$ cat src/hw/rtl/fbc_pkg.sv
package fbc_pkg;

    // Field widths and counts
    localparam int COEF_WIDTH      = 16;
    localparam int COORD_WIDTH     = 20;
    localparam int NUM_PLANES      = 6;
    localparam int NUM_AXES        = 3;
    localparam int NUM_COLS        = 4;
    localparam int FIELD_WIDTH     = 16;
    localparam int CFG_WIDTH       = 64;
    localparam int CFG_ADDR_WIDTH  = 2;
    localparam int DIST_SHIFT      = 8;

    // Arithmetic widths: plane coefficient is a sum or difference of two coefficients
    localparam int PLANE_WIDTH     = COEF_WIDTH + 1;
    localparam int PROD_WIDTH      = PLANE_WIDTH + COORD_WIDTH;
    localparam int SUM_WIDTH       = PROD_WIDTH + 2;

    // Result queue between front and back
    localparam int QUEUE_DEPTH     = 4;
    localparam int QUEUE_PTR_WIDTH = $clog2(QUEUE_DEPTH);

    // Register indexes
    localparam logic [CFG_ADDR_WIDTH-1:0] REG_MATRIX_COL0 = 2'd0;
    localparam logic [CFG_ADDR_WIDTH-1:0] REG_MATRIX_COL1 = 2'd1;
    localparam logic [CFG_ADDR_WIDTH-1:0] REG_MATRIX_COL2 = 2'd2;
    localparam logic [CFG_ADDR_WIDTH-1:0] REG_MATRIX_COL3 = 2'd3;

    // Containment codes
    localparam logic [1:0] CONT_OUTSIDE   = 2'd0;
    localparam logic [1:0] CONT_INTERSECT = 2'd1;
    localparam logic [1:0] CONT_INSIDE    = 2'd2;

    typedef logic signed [COORD_WIDTH-1:0] coord_t;
    typedef logic signed [PLANE_WIDTH-1:0] plane_coef_t;
    typedef logic signed [PROD_WIDTH-1:0]  prod_t;
    typedef logic signed [SUM_WIDTH-1:0]   sum_t;

    // Per-plane test outcomes of one box
    typedef struct packed {
        logic [NUM_PLANES-1:0] far_neg;
        logic [NUM_PLANES-1:0] near_neg;
    } plane_flags_t;

    // Row 3 plus (even plane) or minus (odd plane) row p/2 of one column
    function automatic plane_coef_t plane_term(input logic [CFG_WIDTH-1:0] col,
                                               input int unsigned plane);
        logic signed [COEF_WIDTH-1:0] r3;
        logic signed [COEF_WIDTH-1:0] rk;
        logic [1:0]                   row;
        row = 2'(plane >> 1);
        r3  = col[3*FIELD_WIDTH +: COEF_WIDTH];
        rk  = col[row*FIELD_WIDTH +: COEF_WIDTH];
        if (plane[0])
            return plane_coef_t'(r3) - plane_coef_t'(rk);
        else
            return plane_coef_t'(r3) + plane_coef_t'(rk);
    endfunction

endpackage

$ cat src/hw/rtl/fbc_if.sv


interface fbc_result_if
    import fbc_pkg::*;
();
    logic       valid;
    logic       ready;
    logic [1:0] containment;
    logic       visible;

    modport source (output valid, containment, visible, input ready);
    modport sink   (input valid, containment, visible, output ready);
endinterface


$ cat src/hw/rtl/fbc_back.sv
module fbc_back
    import fbc_pkg::*;
(
    input  logic          clk,
    input  logic          rst_n,
    input  logic          pop_valid,
    output logic          pop_ready,
    input  plane_flags_t  pop_flags,
    fbc_result_if.source  result
);

    logic       out_valid_reg;
    logic [1:0] containment_reg;
    logic       visible_reg;
    logic       load;
    logic [1:0] containment;

    // Reduce plane flags: any far corner behind a plane culls the box
    always_comb
    begin
        priority if (|pop_flags.far_neg)
            containment = CONT_OUTSIDE;
        else if (|pop_flags.near_neg)
            containment = CONT_INTERSECT;
        else
            containment = CONT_INSIDE;
    end

    // Refill the output register when empty or taken
    assign load      = !out_valid_reg || result.ready;
    assign pop_ready = load;

    always_ff @(posedge clk or negedge rst_n)
    begin
        if (!rst_n)
            out_valid_reg <= 1'b0;
        else if (load)
            out_valid_reg <= pop_valid;
    end

    always_ff @(posedge clk)
    begin
        if (load && pop_valid)
        begin
            containment_reg <= containment;
            visible_reg     <= (containment != CONT_OUTSIDE);
        end
    end

    assign result.valid       = out_valid_reg;
    assign result.containment = containment_reg;
    assign result.visible     = visible_reg;

endmodule

$ cat src/flat_wrapper.sv
// flat-port wrapper written by rule: the top's interface ports become plain ports
module fbc_back_flat import fbc_pkg::*;
  (clk, rst_n, pop_valid, pop_ready, pop_flags, result_valid, result_containment, result_visible, result_ready);
  fbc_result_if result_i ();
  input  logic clk;
  input  logic rst_n;
  input  logic pop_valid;
  output logic pop_ready;
  input  plane_flags_t pop_flags;
  output wire logic [$bits(result_i.valid)-1:0] result_valid;
  output wire logic [$bits(result_i.containment)-1:0] result_containment;
  output wire logic [$bits(result_i.visible)-1:0] result_visible;
  input wire logic [$bits(result_i.ready)-1:0] result_ready;
  assign result_valid = result_i.valid;
  assign result_containment = result_i.containment;
  assign result_visible = result_i.visible;
  assign result_i.ready = result_ready;
  fbc_back u_core (.clk(clk), .rst_n(rst_n), .pop_valid(pop_valid), .pop_ready(pop_ready), .pop_flags(pop_flags), .result(result_i));
endmodule
$ cat config.mk
export PLATFORM = sky130hd
export DESIGN_NAME = fbc_back_flat
export DESIGN_NICKNAME = d
export VERILOG_FILES = /design/src/hw/rtl/fbc_pkg.sv /design/src/hw/rtl/fbc_if.sv /design/src/hw/rtl/fbc_back.sv /design/src/flat_wrapper.sv
export SDC_FILE = /design/constraint.sdc
export NUM_CORES = 1
export LEC_CHECK = 0
export CELL_PAD_IN_SITES_DETAIL_PLACEMENT = 1
export CELL_PAD_IN_SITES_GLOBAL_PLACEMENT = 1
export CORE_AREA = 2 2 39 41
export DETAILED_ROUTE_END_ITERATION = 7
export DIE_AREA = 0 0 41 43
export DONT_BUFFER_PORTS = 1
export HOLD_SLACK_MARGIN = 0.08
export MAX_ROUTING_LAYER = met4
export PLACE_DENSITY = 0.3
export SLEW_MARGIN = 20
export SYNTH_ARGS = -nofsm -noshare
export SYNTH_HDL_FRONTEND = slang
export SYNTH_SLANG_ARGS = --single-unit
$ cat constraint.sdc
create_clock -name clk -period 2 [get_ports clk]
set_input_delay 0.3 -clock clk [delete_from_list [all_inputs] [get_ports clk]]
set_output_delay 0.3 -clock clk [all_outputs]
set_load 0.1 [all_outputs]
==> results.txt <==
----------------------------------------------------
[Timing]
  Top achievable clock speed ... 777 MHz
  Unrepaired setup endpoints after global routing ... no
  Worst Hold Margin ... 0.174 ns
  Post-route minimum period ... 1.29 ns
  PnR worst setup slack ... 0.713 ns
  Relative slew slack ... 0.764
  Final period util ... 0.644
  Worst-margin pin slew ... 0.351 ns
  Sum of negative setup slack ... 0 ns
  Final setup violation count ... 0
  Final number of hold-violating endpoints ... 0
  Clock Skews ... 0.00131 ns
  Fin. max-slew vios ... 0

[Critical path]
  CP Data Required Time ... 1.70 ns
  Worst-path fanout max ... 2
  Setup CP Type ... reg2out
  Cell at the slowest stage of the critical path ... sky130_fd_sc_hd__dfrtp_2
  Reg2reg path depth ... 3
  Endpoint class of the critical path ... output port
  Destination of the worst register-to-register timing path ... u_core.result.valid$_DFFE_PN0P_
  Critical R2R Launch ... u_core.result.valid$_DFFE_PN0P_
  Data arrival time at the worst-slack endpoint ... 0.99 ns
  Reg2Reg Setup Slack ... 1.04 ns
  Source of the critical timing path ... u_core.result.valid$_DFFE_PN0P_
  Max incr delay on CP ... 0.40 ns
  CP Launch Type ... flop
  Buffer and inverter count on the worst path ... 1
  Cell class contributing the biggest share of worst-path delay ... flip-flops
  Ordered cell list for the critical path ... nand2b_2 > buf_4

[Placement]
  GPL Wtd Cong ... 0.488
  Pre-CTS setup slack ... 0.756 ns
  Count of input and output buffers ... 0
  Sum of net half-perimeters after detailed placement ... 345 um

[Synth]
  Seq/Total Area, Yosys ... 0.622
  Average cell area after synthesis ... 13.2 um^2
  Number of storage elements in the synthesis netlist ... 4
  Warnings, synthesis ... 0
  Mapped Area ... 185 um^2
  Synthesized net count ... 30
  Synthesized instance count ... 14
  Post-synthesis cell type count ... 10

[Die]
  Area enclosed by the die boundary ... 1760 um^2
  Rows ... 14
  Die height ... 43 um
  Starting Density ... 0.134
  Core Region ... 1380 um^2
  Number of top-level design ports ... 21
  Die Width ... 41 um

[Power and ir drop]
  Share of total power in sequential cells ... 0.363
  Comb pwr share ... 0.221
  Net Switching ... 0.0816 mW
  Leakage Power ... 0.108 nW
  Areal power density over the cells ... 931 nW/um^2
  Total power ... 0.263 mW
  Max IR drop VDD ... 0.137 mV
  Share of total power in the clock network ... 0.416
  Proportion of total power due to net switching ... 0.310
  Power Internal ... 0.182 mW

[Global routing]
  All-layer global routing usage ... 0.0630
  Global-route wire length before repair ... 621 um
  Vias in the first global route ... 160
  Grt total ovfl ... 0
  Number of antenna violations at the first check in global routing ... 0
  Largest net degree at the start of global routing ... 4
  Grt met3 use ... 0.0314
  Met2 track utilization from global routing ... 0.0813
  M1 GR Usage ... 0.0455
  Most Used Layer, Global Route ... met4

[Hold path]
  Hold depth ... 1
  HP Start ... pop_valid
  Hold Crit Endpoint ... u_core.result.valid$_DFFE_PN0P_
  Hold Path Class ... in2reg

[CTS]
  Clk sink count ... 4
  Insertion delay of the later-clocked pin in the worst-skew pair ... 0.23 ns
  Root cell of the clock tree ... sky130_fd_sc_hd__clkbuf_4
  Maximum clock insertion buffer count ... 2
  Worst-path clk slew ... 0.04 ns
  Count of H-tree levels built during CTS ... 1
  CTS buffer count ... 3
  Number of cells upsized or downsized after cts ... 0
  Clock tree from TritonCTS ... yes

[Job]
  Max-cap check violation count ... 0

[Routing]
  Violation count after the first detailed-routing iteration ... 1
  Number of nets with antenna violations after detailed routing ... 0
  Total number of vias ... 150
  Routed wire length ... 382 um
  Routed length per instance ... 9.55 um
  Length of the first detailed-routing pass in iterations ... 2
  DRC violations left ... 0
  Avg Vias per Cell ... 3.75

[Finish]
  Final Util ... 0.204
  Max reg flops ... 2
  Share of post-route cells with drive strength above 1 ... 0.500
  Area grow syn2layout ... 52.7%
  Layout Nets ... 41
  Number of diodes added for antenna fixing ... 0

[Run status]
  Outcome ... finished clean

----------------------------------------------------
==> cell type report <==
cell class                 instances  area (um^2)
timing repair buffer               6         47.5
sequential                         4          116
multi-input combinational         10         72.6
fill                             165         1100
tap                               16         20.0
clock buffer                       4         26.3
==> power by group through the flow <==
| stage | logic [mW] | registers (mW) | clock network [mW] |
|---|---|---|---|
| final | 0.0581 | 0.0955 | 0.110 |
| after global routing | 0.0604 | 0.0959 | 0.122 |
| after CTS | 0.0587 | 0.0956 | 0.116 |
| after detailed placement | 0.0571 | 0.0969 | 0 |
| after global placement | 0.0567 | 0.0967 | 0 |
| after floorplan | 0.0186 | 0.125 | 0 |
==> kinds of logic after synthesis <==
kind of cell,count (synthesis),synth area share
AOI/OAI and AO/OA,1,0.0406
DFF,4,0.622
and+or+nand+nor,9,0.338
==> worst register-to-register path, stage by stage (launching register included) <==
cell,delay [ns]
sky130_fd_sc_hd__dfrtp_2,0.40
sky130_fd_sc_hd__nand2b_2,0.07
sky130_fd_sc_hd__buf_4,0.29
sky130_fd_sc_hd__nand2b_1,0.09
==> routing by layer <==
metal	share of wire	wire length, um
met5	0	0
met4	0	0
met3	0.11	42
met2	0.64	245
met1	0.24	93
==> per-stage QoR <==
step	area (um^2)	cells
after global routing	283	40
after detailed placement	246	35
after CTS	283	40
after global placement	246	35
after floorplan	189	14
final	283	40
==> worst max-delay path by stage <==
stage                                        endpoint  slack (ns)  cells after the start
2_1_floorplan  u_core.result.containment[0]$_DFFE_PP_        0.28                      2
3_3_place_gp   u_core.result.containment[1]$_DFFE_PP_        0.77                      2
3_5_place_dp   u_core.result.containment[1]$_DFFE_PP_        0.76                      2
4_1_cts                                     pop_ready        0.69                      2
5_1_grt                                     pop_ready        0.67                      2
6_report                                    pop_ready        0.71                      2
==> cell usage after synthesis, drive strengths merged <==
master,number,share of area
or4,1,0.061
and4bb,1,0.068
dfrtp,1,0.14
or2,1,0.034
a211oi,1,0.041
and2,1,0.034
edfxtp,3,0.49
nor2,2,0.041
nor4,1,0.034
nand2b,2,0.068
==> cells in the final DEF, fill, tap and decap left out, drive strengths merged, types with 2 or more instances in the layout <==
cell type / netlist / final
buf: 0 / 5
clkbuf: 0 / 4
edfxtp: 3 / 3
nand2b: 2 / 2
nor2: 2 / 2
==> what timing repair did <==
item | 4_1_cts | 5_1_grt
hold buffers | 1 | 0
endpoints found under the hold margin | 1 | 0
buffers inserted | 0 | 0
(Power assumes the default switching activity.)
