--- src/hw/rtl/fbc_pkg.sv ---
package fbc_pkg;

    // Field widths and counts
    localparam int COEF_WIDTH      = 16;
    localparam int COORD_WIDTH     = 20;
    localparam int NUM_PLANES      = 6;
    localparam int NUM_AXES        = 3;
    localparam int NUM_COLS        = 4;
    localparam int FIELD_WIDTH     = 16;
    localparam int CFG_WIDTH       = 64;
    localparam int CFG_ADDR_WIDTH  = 2;
    localparam int DIST_SHIFT      = 8;

    // Arithmetic widths: plane coefficient is a sum or difference of two coefficients
    localparam int PLANE_WIDTH     = COEF_WIDTH + 1;
    localparam int PROD_WIDTH      = PLANE_WIDTH + COORD_WIDTH;
    localparam int SUM_WIDTH       = PROD_WIDTH + 2;

    // Result queue between front and back
    localparam int QUEUE_DEPTH     = 4;
    localparam int QUEUE_PTR_WIDTH = $clog2(QUEUE_DEPTH);

    // Register indexes
    localparam logic [CFG_ADDR_WIDTH-1:0] REG_MATRIX_COL0 = 2'd0;
    localparam logic [CFG_ADDR_WIDTH-1:0] REG_MATRIX_COL1 = 2'd1;
    localparam logic [CFG_ADDR_WIDTH-1:0] REG_MATRIX_COL2 = 2'd2;
    localparam logic [CFG_ADDR_WIDTH-1:0] REG_MATRIX_COL3 = 2'd3;

    // Containment codes
    localparam logic [1:0] CONT_OUTSIDE   = 2'd0;
    localparam logic [1:0] CONT_INTERSECT = 2'd1;
    localparam logic [1:0] CONT_INSIDE    = 2'd2;

    typedef logic signed [COORD_WIDTH-1:0] coord_t;
    typedef logic signed [PLANE_WIDTH-1:0] plane_coef_t;
    typedef logic signed [PROD_WIDTH-1:0]  prod_t;
    typedef logic signed [SUM_WIDTH-1:0]   sum_t;

    // Per-plane test outcomes of one box
    typedef struct packed {
        logic [NUM_PLANES-1:0] far_neg;
        logic [NUM_PLANES-1:0] near_neg;
    } plane_flags_t;

    // Row 3 plus (even plane) or minus (odd plane) row p/2 of one column
    function automatic plane_coef_t plane_term(input logic [CFG_WIDTH-1:0] col,
                                               input int unsigned plane);
        logic signed [COEF_WIDTH-1:0] r3;
        logic signed [COEF_WIDTH-1:0] rk;
        logic [1:0]                   row;
        row = 2'(plane >> 1);
        r3  = col[3*FIELD_WIDTH +: COEF_WIDTH];
        rk  = col[row*FIELD_WIDTH +: COEF_WIDTH];
        if (plane[0])
            return plane_coef_t'(r3) - plane_coef_t'(rk);
        else
            return plane_coef_t'(r3) + plane_coef_t'(rk);
    endfunction

endpackage

--- src/hw/rtl/fbc_queue.sv ---
module fbc_queue
    import fbc_pkg::*;
(
    input  logic          clk,
    input  logic          rst_n,
    input  logic          push_valid,
    input  plane_flags_t  push_flags,
    output logic          full,
    output logic          pop_valid,
    input  logic          pop_ready,
    output plane_flags_t  pop_flags
);

    plane_flags_t               entry_reg [QUEUE_DEPTH];
    logic [QUEUE_PTR_WIDTH-1:0] wr_ptr_reg;
    logic [QUEUE_PTR_WIDTH-1:0] rd_ptr_reg;
    logic [QUEUE_PTR_WIDTH:0]   count_reg;
    logic [QUEUE_PTR_WIDTH:0]   count_next;
    logic                       push_fire;
    logic                       pop_fire;

    assign full      = (count_reg == (QUEUE_PTR_WIDTH+1)'(QUEUE_DEPTH));
    assign pop_valid = (count_reg != '0);
    assign pop_flags = entry_reg[rd_ptr_reg];
    assign push_fire = push_valid && !full;
    assign pop_fire  = pop_valid && pop_ready;

    // Track occupancy
    always_comb
    begin
        count_next = count_reg;
        if (push_fire && !pop_fire)
            count_next = count_reg + 1'b1;
        else if (pop_fire && !push_fire)
            count_next = count_reg - 1'b1;
    end

    always_ff @(posedge clk or negedge rst_n)
    begin
        if (!rst_n)
        begin
            wr_ptr_reg <= '0;
            rd_ptr_reg <= '0;
            count_reg  <= '0;
        end
        else
        begin
            count_reg <= count_next;
            if (push_fire)
                wr_ptr_reg <= wr_ptr_reg + 1'b1;
            if (pop_fire)
                rd_ptr_reg <= rd_ptr_reg + 1'b1;
        end
    end

    // Store pushed entry
    always_ff @(posedge clk)
    begin
        if (push_fire)
            entry_reg[wr_ptr_reg] <= push_flags;
    end

endmodule

--- config.mk ---
export PLATFORM = sky130hd
export DESIGN_NAME = fbc_queue
export DESIGN_NICKNAME = d
export VERILOG_FILES = /design/src/hw/rtl/fbc_pkg.sv /design/src/hw/rtl/fbc_queue.sv
export SDC_FILE = /design/constraint.sdc
export NUM_CORES = 1
export LEC_CHECK = 0
export BUFFER_PORTS_ARGS = -buffer_cell sky130_fd_sc_hd__clkbuf_2
export CORE_MARGIN = 2
export CORE_UTILIZATION = 56
export DETAILED_ROUTE_END_ITERATION = 8
export PLACE_DENSITY = 0.84
export SETUP_SLACK_MARGIN = 0.2
export SYNTH_ARGS = -nofsm -noshare
export SYNTH_HDL_FRONTEND = slang
export SYNTH_SLANG_ARGS = --single-unit
--- constraint.sdc ---
create_clock -name clk -period 2.75 [get_ports clk]
set_clock_uncertainty 0.05 [all_clocks]
set_input_delay 0.55 -clock clk [delete_from_list [all_inputs] [get_ports clk]]
set_output_delay 0.55 -clock clk [all_outputs]
set_load 0.05 [all_outputs]
==> results of run 1 <==
==> cells by family (layout without fill, tap and decap cells) <==
kind of cell | after synthesis | after routing | synth area share [%]
xor gates and xnor gates | 6 | 6 | 2.43
muxes | 14 | 14 | 13.7
DFF | 55 | 55 | 74.8
buffers and inverters | 7 | 41 | 2.32
adders and majority gates | 6 | 6 | 3.82
and+or+nand+nor | 10 | 10 | 2.89
==> cells in the mapped netlist <==
cell type and count:
xnor2_1 4, or3_1 1, edfxtp_1 48, nor3b_2 1, mux2_2 1, buf_6 3, fa_1 1, mux4_2 12
buf_2 1, dfrtp_1 7, and2_1 4, ha_1 5, mux2_4 1, inv_1 3, nand3_1 1, nand2_1 1
nor2b_1 1, xor2_1 2, nor2_1 1
==> final timing paths <==
check / startpoint / end / slack [ns] / depth (start not counted)
max: rd_ptr_reg[0]$_DFFE_PN0P_ / pop_flags[8] / 0.35 / 3
min: rst_n / count_reg[0]$_DFFE_PN0P_ / 0.02 / 1
max reg2reg: count_reg[2]$_DFFE_PN0P_ / count_reg[2]$_DFFE_PN0P_ / 0.50 / 8
min reg2reg: count_reg[2]$_DFFE_PN0P_ / count_reg[2]$_DFFE_PN0P_ / 0.45 / 1
max in group asynchronous: rst_n / wr_ptr_reg[0]$_DFFE_PN0P_ / 2.46 / 1
min in group clk: push_flags[4] / entry_reg[1][4]$_DFFE_PP_ / 0.42 / 1
==> power by group <==
group / internal [mW] / switching (mW)
Combinational: 0.406 / 0.784
Clock: 0.174 / 0.230
Sequential: 1.12 / 0.124
==> through the flow <==
step	total power, mW	instance area [um^2]	hold slack (ns)
final	2.84	2410	0.0209
after global routing	3.00	2410	0.0149
after CTS	2.88	2410	0.0225
after detailed placement	2.48	2330	0.348
after global placement	2.42	2330	0.340
after floorplan	2.24	2160	0.204
==> routing by layer <==
layer,track usage [%],part of all wire (%),routed length [um],up-vias
met5,0,0,0,-
met4,6.12,1.3,43,0
met3,4.26,4.0,131,5
met2,29.4,58,1880,22
met1,20.9,37,1190,502
li1,-,-,-,444
==> final cells by class <==
type / count / area, um^2 / area share [%]
Clock inverter: 2 / 7.51 / 0.311
Sequential cell: 55 / 1620 / 66.9
Tap cell: 48 / 60.1 / 2.49
Inverter: 3 / 11.3 / 0.466
Clock buffer: 6 / 72.6 / 3.01
Multi-Input combinational cell: 36 / 494 / 20.5
Timing Repair Buffer: 30 / 153 / 6.32
==> results by group, run 1 <==
Clocking
  • CTS buffer count: 5
  • CTS tree: done
  • # Post-CTS Setup Buffers: 0
  • Clock slew at reported path FFs: ~0.09 ns
  • Hold_buf cts: 0
  • Clock Path Buffers: 2
  • Root Buffer: clkbuf_8
  • CTS-repair resized insts: 0
  • Total clock sinks: 55
  • H-Tree Depth: 2
  • Clk Latency, worst-skew pair: approximately 0.30 ns

Timing
  • Final min period: about 2.4 ns
  • Final setup viols: 0
  • Slew headroom: about 57%
  • RSZ-0062 raised after global routing: no
  • Final Hold Vio Count: 0
  • Total negative setup slack: 0 ns
  • Final WS setup: 0.352 ns
  • Max frequency: about 420 MHz
  • Final Max Tran Viols: 0
  • Period Utilization, post-route: between 80 and 90%
  • Slew @ Worst Pin: roughly 0.64 ns

Logic synthesis
  • Post-Synthesis Net Count: 120
  • Area leader, netlist: edfxtp_1
  • Syn avg cell area: between 20 and 25 um^2
  • Post-Syn Instances: 98
  • Seq/Total Area, Yosys: around three quarters
  • Area of the mapped netlist: 2160 um^2
  • Number of synthesized register bits: between 50 and 60
  • Synth warnings: 0
  • Synth unique cells: 19
  • Synth area leaders: edfxtp_1, mux4_2, dfrtp_1
  • Yosys top cell area share: 66.7%

Die
  • DIE WIDTH: approximately 66 um
  • Die Span Y: ~66 um
  • Core Region: 3690 um^2
  • Initial core utilization: 58.6%
  • Row Count: 22
  • Ports: 30
  • Die Area: around 4400 um^2

Critical path
  • Critical path's top delay family: multiplexers
  • CP required: about 2.2 ns
  • Buf/Inv on CP: 2
  • Arrival time at the worst endpoint: approximately 1.8 ns
  • CP Capture Type: output pin
  • WS Path Type: flop to output pin
  • Slowest-stage cell, CP: mux4_2
  • Max incr delay on CP: between 0.5 and 0.6 ns
  • Crit path max fanout: 12
  • CP Cell Sequence: buf_4 > mux4_2 > clkbuf_2
  • Worst Setup Start Kind: flop

Status
  • Status: finished clean

Routing
  • Drt via density: about 5.4
  • Detailed Route WL: ~3.2 mm
  • DRC violations left: 0
  • Via count: slightly below 1000
  • Post-DRT Antenna Nets: 0
  • Iter 0 DRT Violations: 93
  • Routed WL per cell: between 15 and 20 um
  • 1st-pass router iterations: 4

Flow run
  • Max-Cap Viols: 0

Place
  • Placed Cells: about 170
  • Global placement routability congestion: just over 0.7
  • DP HPWL: 2.25 mm
  • PortBufs: 29
  • Pre-CTS setup slack: approximately 0.42 ns

Global routing
  • Pin count of the biggest net entering global routing: 16
  • GRT Total Usage: between 10% and 20%
  • Initial antenna violation count: 0
  • Vias in the first global route: 1076
  • Total congestion overflow: 0
  • Global-route wire length before repair: 5.18 mm

Final layout
  • ANT cells: 0
  • Area grow syn2layout: 11.8%
  • Share of layout cells above drive strength 1: roughly 38%
  • Filler cell count: 266
  • Post-Layout Cell Count: 180
  • Most frequent cells in the layout: edfxtp_1, clkbuf_2, mux4_2, dfrtp_1
  • Max reg flops: 48
  • Commonest non-fill, non-tap cell in the layout: edfxtp_1
  • Final Net Count: about 150
  • Final core occ: approximately 65%

Pwr
  • VDD IR max: 0.000777 V
  • P per Cell Area: 1180 nW/um^2
  • Leakage: a little under 0.9 nW

Worst hold path
  • HP Class: input pin to asynchronous set/reset pin
Power figures use the tool's default switching activity.
==> run 2: changes to the inputs <==
- CELL_PAD_IN_SITES_DETAIL_PLACEMENT: default -> 1
- CELL_PAD_IN_SITES_GLOBAL_PLACEMENT: default -> 2
- CORE_UTILIZATION: 56 -> 43
==> run 2 against run 1 <==
Net effect:
- sequential share of layout area fell by 1.9 points
- clock power rose by 25%
- hold slack improved by 0.011 ns
- power rose by 4.7%
- critical endpoint is now pop_flags[2]
==> results by group, run 2 (synthesis results as in run 1) <==
Status
  • Status: finished clean (unchanged)

Clocking
  • CTS tree: done (unchanged)
  • Total clock sinks: 55 (unchanged)
  • Clock Path Buffers: 2 (unchanged)
  • CTS-repair resized insts: 0 (unchanged)
  • # Post-CTS Setup Buffers: 0 (unchanged)
  • Clk Latency, worst-skew pair: 0.29 ns (was 0.30 ns)
  • Root Buffer: clkbuf_8 (unchanged)
  • CTS buffer count: 5 (unchanged)
  • H-Tree Depth: 2 (unchanged)
  • Hold_buf cts: 0 (unchanged)
  • Clock slew at reported path FFs: 0.09 ns (about the same)

Place
  • DP HPWL: 2.42 mm (was 2.25 mm)
  • Global placement routability congestion: 0.677 (was 0.713)
  • PortBufs: 29 (unchanged)
  • Placed Cells: 192 (was 172)

Die
  • Row Count: 25 (was 22)
  • Die Area: 5610 um^2 (was 4370 um^2)
  • DIE WIDTH: 74.9 um (was 66.1 um)
  • Die Span Y: 74.9 um (was 66.1 um)
  • Ports: 30 (unchanged)
  • Core Region: 4790 um^2 (was 3690 um^2)
  • Initial core utilization: 45.2% (was 58.6%)

Timing
  • Max frequency: 428 MHz (was 417 MHz)
  • Slew @ Worst Pin: 0.654 ns (was 0.639 ns)
  • Final setup viols: 0 (unchanged)
  • Total negative setup slack: 0 ns (unchanged)
  • Fin Hold WS: 0.0322 ns (was 0.0209 ns)
  • RSZ-0062 raised after global routing: no (unchanged)
  • Final Max Tran Viols: 0 (unchanged)
  • Period Utilization, post-route: 84.9% (was 87.2%)
  • Final min period: 2.34 ns (was 2.40 ns)
  • Final Hold Vio Count: 0 (unchanged)
  • Slew headroom: 56.4% (was 57.4%)

Final layout
  • Commonest non-fill, non-tap cell in the layout: edfxtp_1 (unchanged)
  • Area grow syn2layout: 15.1% (was 11.8%)
  • Max reg flops: 48 (unchanged)
  • Final Net Count: 154 (was 153)
  • Final core occ: 51.9% (was 65.5%)
  • Share of layout cells above drive strength 1: 39.8% (was 37.9%)
  • Post-Layout Cell Count: 200 (was 180)
  • Most frequent cells in the layout: edfxtp_1, clkbuf_2, mux4_2, dfrtp_1 (unchanged)
  • ANT cells: 0 (unchanged)

Pwr
  • VDD IR max: 0.000466 V (was 0.000777 V)
  • Fraction of power consumed by combinational cells: 40.3% (was 41.9%)
  • Net Switching: 1.15 mW (was 1.14 mW)
  • Sw frac: 38.6% (was 40.1%)
  • P per Cell Area: 1200 nW/um^2 (was 1180 nW/um^2)
  • Seq pwr share: 42.7% (was 43.9%)
  • Clock power frac: 17.0% (was 14.2%)
  • Leakage: 0.899 nW (was 0.879 nW)
  • Int Power: 1.83 mW (was 1.70 mW)

Routing
  • 1st-pass router iterations: 4 (unchanged)
  • Via count: 993 (was 973)
  • Detailed Route WL: 3.41 mm (was 3.25 mm)
  • Routed WL per cell: 17.1 um (was 18.0 um)
  • Post-DRT Antenna Nets: 0 (unchanged)
  • Iter 0 DRT Violations: 58 (was 93)
  • DRC violations left: 0 (unchanged)
  • Drt via density: 4.97 (was 5.41)

Critical path
  • RR Startpoint: count_reg[1]$_DFFE_PN0P_ (was count_reg[2]$_DFFE_PN0P_)
  • Worst setup path startpoint: rd_ptr_reg[0]$_DFFE_PN0P_ (unchanged)
  • WS Path Type: flop to output pin (unchanged)
  • Worst Setup Start Kind: flop (unchanged)
  • Crit path max fanout: 8 (was 12)
  • CP Capture Type: output pin (unchanged)
  • Arrival time at the worst endpoint: 1.74 ns (was 1.80 ns)
  • CP required: 2.15 ns (about the same)

Flow run
  • Max-Cap Viols: 0 (unchanged)

Worst hold path
  • HP Class: input pin to asynchronous set/reset pin (unchanged)

Global routing
  • Total congestion overflow: 0 (unchanged)
  • GRT Total Usage: 13.9% (was 17.0%)
  • Pin count of the biggest net entering global routing: 17 (was 16)
  • Initial antenna violation count: 0 (unchanged)
  • Vias in the first global route: 1078 (was 1076)
  • Global-route wire length before repair: 5.45 mm (was 5.18 mm)
run 2: changes by cell type in the layout (fill, tap and decap cells not counted):
cell,change
clkinv_1,-2
buf_12,+1
bufinv_16,+1
clkbuf_1,+1
dfrtp_1,-1
dfrtp_2,+1
run 2: metrics by stage:
| step | total power, mW | setup slack, ns | cell area [um^2] |
|---|---|---|---|
| 6_report | 2.97 | 0.415 | 2490 |
| 5_1_grt | 3.14 | 0.322 | 2490 |
| 3_3_place_gp | 2.45 | 0.639 | 2380 |
| 2_1_floorplan | 2.24 | 0.249 | 2160 |
| 3_5_place_dp | 2.52 | 0.559 | 2380 |
| 4_1_cts | 3.02 | 0.255 | 2480 |
run 2: layout make-up:
type                            count  area (um^2)
Inverter                            3         11.3
Clock buffer                        7         76.3
Fill cell                         450         2300
Tap cell                           67         83.8
Timing Repair Buffer               31          173
Sequential cell                    55         1620
Clock inverter                      1         30.0
Multi-Input combinational cell     36          494
run 2: layer usage:
metal	vias up	routed length, um	track usage, %
met1	523	1490	17.5
met5	-	0	0
met2	19	1740	22.9
met3	2	158	4.82
li1	449	-	-
met4	0	21	4.17
run 2: worst max-delay path, cell delays in order (launching register included):
cell and delay [ns]:
dfrtp_2 0.52, buf_12 0.18, mux4_2 0.49, clkbuf_2 0.25
run 2: final timing paths:
kind                                                  end  slack, ns  cells past startpoint
worst max-delay path                         pop_flags[2]       0.41                      3
worst min-delay path             count_reg[2]$_DFFE_PN0P_       0.03                      1
worst max register to register   count_reg[2]$_DFFE_PN0P_       0.57                      8
worst min register to register   count_reg[2]$_DFFE_PN0P_       0.45                      1
max in group asynchronous       rd_ptr_reg[0]$_DFFE_PN0P_       2.43                      1
min in group clk                entry_reg[0][6]$_DFFE_PP_       0.42                      1
run 2: power by group through the flow:
stage | sequential, mW | combinational [mW] | clock, mW
after floorplan | 1.20 | 1.04 | 0
after global placement | 1.27 | 1.18 | 0
after detailed placement | 1.29 | 1.23 | 0
after CTS | 1.27 | 1.23 | 0.520
after global routing | 1.30 | 1.29 | 0.553
final | 1.27 | 1.20 | 0.506
==> run 3: changes to the inputs <==
- clock period: 2.75 -> 2.4 ns (I/O delays scaled with it)
==> run 3 against run 2 <==
Net effect:
- final cell count rose by 3.5%
- wire length is 7.1% higher
- core utilization rose by 1.2 points
- hold slack better by 0.31 ns
- global-route usage is 1.1 points higher
- design area grew 2.3%
- sequential share of layout area fell by 1.4 points
- sequential cell count is the same
- die area unchanged
- count of clock-buffer cells in the layout fell by 2
==> results by group, run 3 (synthesis results as in run 1) <==
Critical path
  • WS Path Type: flop to flop (was flop to output pin)
  • CP Cell Sequence: or3_4 > nand2_1 > ha_2 > inv_1 > fa_1 > xor2_1 > nor2_1 > xor2_1 (was buf_12 > mux4_2 > clkbuf_2)
  • Crit path max fanout: 4 (was 8)
  • Worst Setup Start Kind: flop (unchanged)
  • CP required: 2.57 ns (was 2.15 ns)
  • CP Capture Type: flop (was output pin)
  • Max incr delay on CP: 0.45 ns (was 0.52 ns)
  • CP most frequent cell: xor2_1
  • Slowest-stage cell, CP: dfrtp_2 (unchanged)
  • Arrival time at the worst endpoint: 2.31 ns (was 1.74 ns)

Die
  • DIE WIDTH: 74.9 um (unchanged)
  • Die Span Y: 74.9 um (unchanged)
  • Row Count: 25 (unchanged)
  • Core Region: 4790 um^2 (unchanged)
  • Ports: 30 (unchanged)
  • Initial core utilization: 45.2% (unchanged)
  • Die Area: 5610 um^2 (unchanged)

Timing
  • Fin Hold WS: 0.344 ns (was 0.0322 ns)
  • Final min period: 2.15 ns
  • RSZ-0062 raised after global routing: yes (was no)
  • Final Hold Vio Count: 0 (unchanged)
  • Slew headroom: 78.3% (was 56.4%)
  • Period Utilization, post-route: between 80% and 90%
  • Total negative setup slack: 0 ns (unchanged)
  • Final setup viols: 0 (unchanged)
  • Slew @ Worst Pin: 0.325 ns (was 0.654 ns)
  • Max frequency: between 400 and 500 MHz
  • Final Max Tran Viols: 0 (unchanged)

Routing
  • Via count: 1011 (was 993)
  • Drt via density: 4.88 (was 4.97)
  • Post-DRT Antenna Nets: 0 (unchanged)
  • Routed WL per cell: 17.7 um (was 17.1 um)
  • DRC violations left: 0 (unchanged)
  • 1st-pass router iterations: 4 (unchanged)
  • Iter 0 DRT Violations: 63 (was 58)
  • Detailed Route WL: 3.66 mm (was 3.41 mm)

Final layout
  • ANT cells: 0 (unchanged)
  • Most frequent cells in the layout: edfxtp_1, clkbuf_2, mux4_2, buf_4, buf_2 (was edfxtp_1, clkbuf_2, mux4_2, dfrtp_1)
  • Register area: 1620 um^2 (about the same)
  • Area of the multi-input gates: 508 um^2 (was 494 um^2)
  • Final core occ: 53.1% (was 51.9%)
  • Final Net Count: 162 (was 154)
  • Filler cell count: 446 (was 450)
  • Area grow syn2layout: 17.7% (was 15.1%)
  • Max reg flops: 48 (unchanged)
  • Share of layout cells above drive strength 1: 45.7% (was 39.8%)
  • Commonest non-fill, non-tap cell in the layout: edfxtp_1 (unchanged)

Global routing
  • GRT Total Usage: 14.9% (was 13.9%)
  • Total congestion overflow: 0 (unchanged)
  • Global-route wire length before repair: 5.86 mm (was 5.45 mm)
  • Vias in the first global route: 1132 (was 1078)
  • Initial antenna violation count: 0 (unchanged)
  • Peak-usage layer in the global routing report: met2 (unchanged)
  • GR Util met3: 4.02% (was 4.82%)
  • Pin count of the biggest net entering global routing: 17 (unchanged)
  • Grt met1 use: 18.4% (was 17.5%)
  • Grt met2 use: 25.8% (was 22.9%)

Status
  • Status: finished clean (unchanged)

Clocking
  • Total clock sinks: 55 (unchanged)
  • H-Tree Depth: 2 (unchanged)
  • Clock Path Buffers: 2 (unchanged)
  • Root Buffer: clkbuf_8 (unchanged)
  • Clock slew at reported path FFs: 0.09 ns (about the same)
  • CTS tree: done (unchanged)
  • CTS buffer count: 5 (unchanged)
  • Clk Latency, worst-skew pair: 0.29 ns (about the same)

Place
  • DP HPWL: 2.68 mm (was 2.42 mm)
  • PortBufs: 29 (unchanged)
  • Global placement routability congestion: 0.689 (was 0.677)

Pwr
  • Net Switching: 1.36 mW (was 1.15 mW)
  • P per Cell Area: 1340 nW/um^2 (was 1200 nW/um^2)
  • Sw frac: 39.8% (was 38.6%)
  • Seq pwr share: 40.9% (was 42.7%)
  • Int Power: 2.06 mW (was 1.83 mW)
  • Leakage: 0.931 nW (was 0.899 nW)
  • Pwr Total: 3.42 mW (was 2.97 mW)
  • Clock power frac: 13.9% (was 17.0%)
  • VDD IR max: 0.000665 V (was 0.000466 V)
  • Fraction of power consumed by combinational cells: 45.2% (was 40.3%)

Worst hold path
  • HP Class: input pin to flop (was input pin to asynchronous set/reset pin)

Flow run
  • Max-Cap Viols: 0 (unchanged)
-- run 3: timing repair --
action | CTS | global route
endpoints found under the setup margin | 11 | 11
hold endpoints to repair | 7 | 0
gates resized for setup | 6 | 8
buffers inserted | 0 | 1
hold buffers | 1 | 0
-- run 3: critical path: cells and delay by family, from the launching register on --
kind,cells,cell delay (ns)
flip-flops,1,0.45
adder cells (fa/ha/maj),2,0.57
AND/OR/NAND/NOR,3,0.63
XOR/XNOR,2,0.32
buffers and inverters,1,0.05
-- run 3: worst paths after layout --
kind,slack (ns),cells after the start,start,endpoint
worst max-delay path,0.25,8,count_reg[1]$_DFFE_PN0P_,count_reg[2]$_DFFE_PN0P_
worst min-delay path,0.34,1,push_flags[5],entry_reg[1][5]$_DFFE_PP_
worst max register to register,0.25,8,count_reg[1]$_DFFE_PN0P_,count_reg[2]$_DFFE_PN0P_
worst min register to register,0.46,1,count_reg[2]$_DFFE_PN0P_,count_reg[2]$_DFFE_PN0P_
max in group asynchronous,1.61,2,rst_n,count_reg[0]$_DFFE_PN0P_
min in group asynchronous,0.51,2,rst_n,count_reg[2]$_DFFE_PN0P_
-- run 3: through the flow --
stage | setup slack, ns | instance area [um^2] | instances
2_1_floorplan | 0.0854 | 2170 | 98
3_3_place_gp | 0.346 | 2420 | 198
3_5_place_dp | 0.207 | 2420 | 198
4_1_cts | 0.206 | 2530 | 206
5_1_grt | 0.172 | 2540 | 207
6_report | 0.251 | 2540 | 207
-- run 3: layout make-up --
class                           instances  share of cell area, %
Clock buffer                            5                   2.71
Tap cell                               67                   3.30
Clock inverter                          2                  0.541
Inverter                                3                  0.443
Multi-Input combinational cell         36                   20.0
Timing Repair Buffer                   39                   9.35
Sequential cell                        55                   63.7
-- run 3: metal layers --
layer,wire [um],vias to the layer above
li1,-,464
met1,1570,524
met2,1930,19
met3,120,4
met4,36,0
met5,0,-
-- run 3: power by group through the flow --
stage | clock, mW | sequential (mW) | combinational, mW
2_1_floorplan | 0 | 1.38 | 1.20
3_3_place_gp | 0 | 1.40 | 1.49
3_5_place_dp | 0 | 1.42 | 1.53
4_1_cts | 0.497 | 1.40 | 1.56
5_1_grt | 0.528 | 1.42 | 1.65
6_report | 0.473 | 1.40 | 1.54
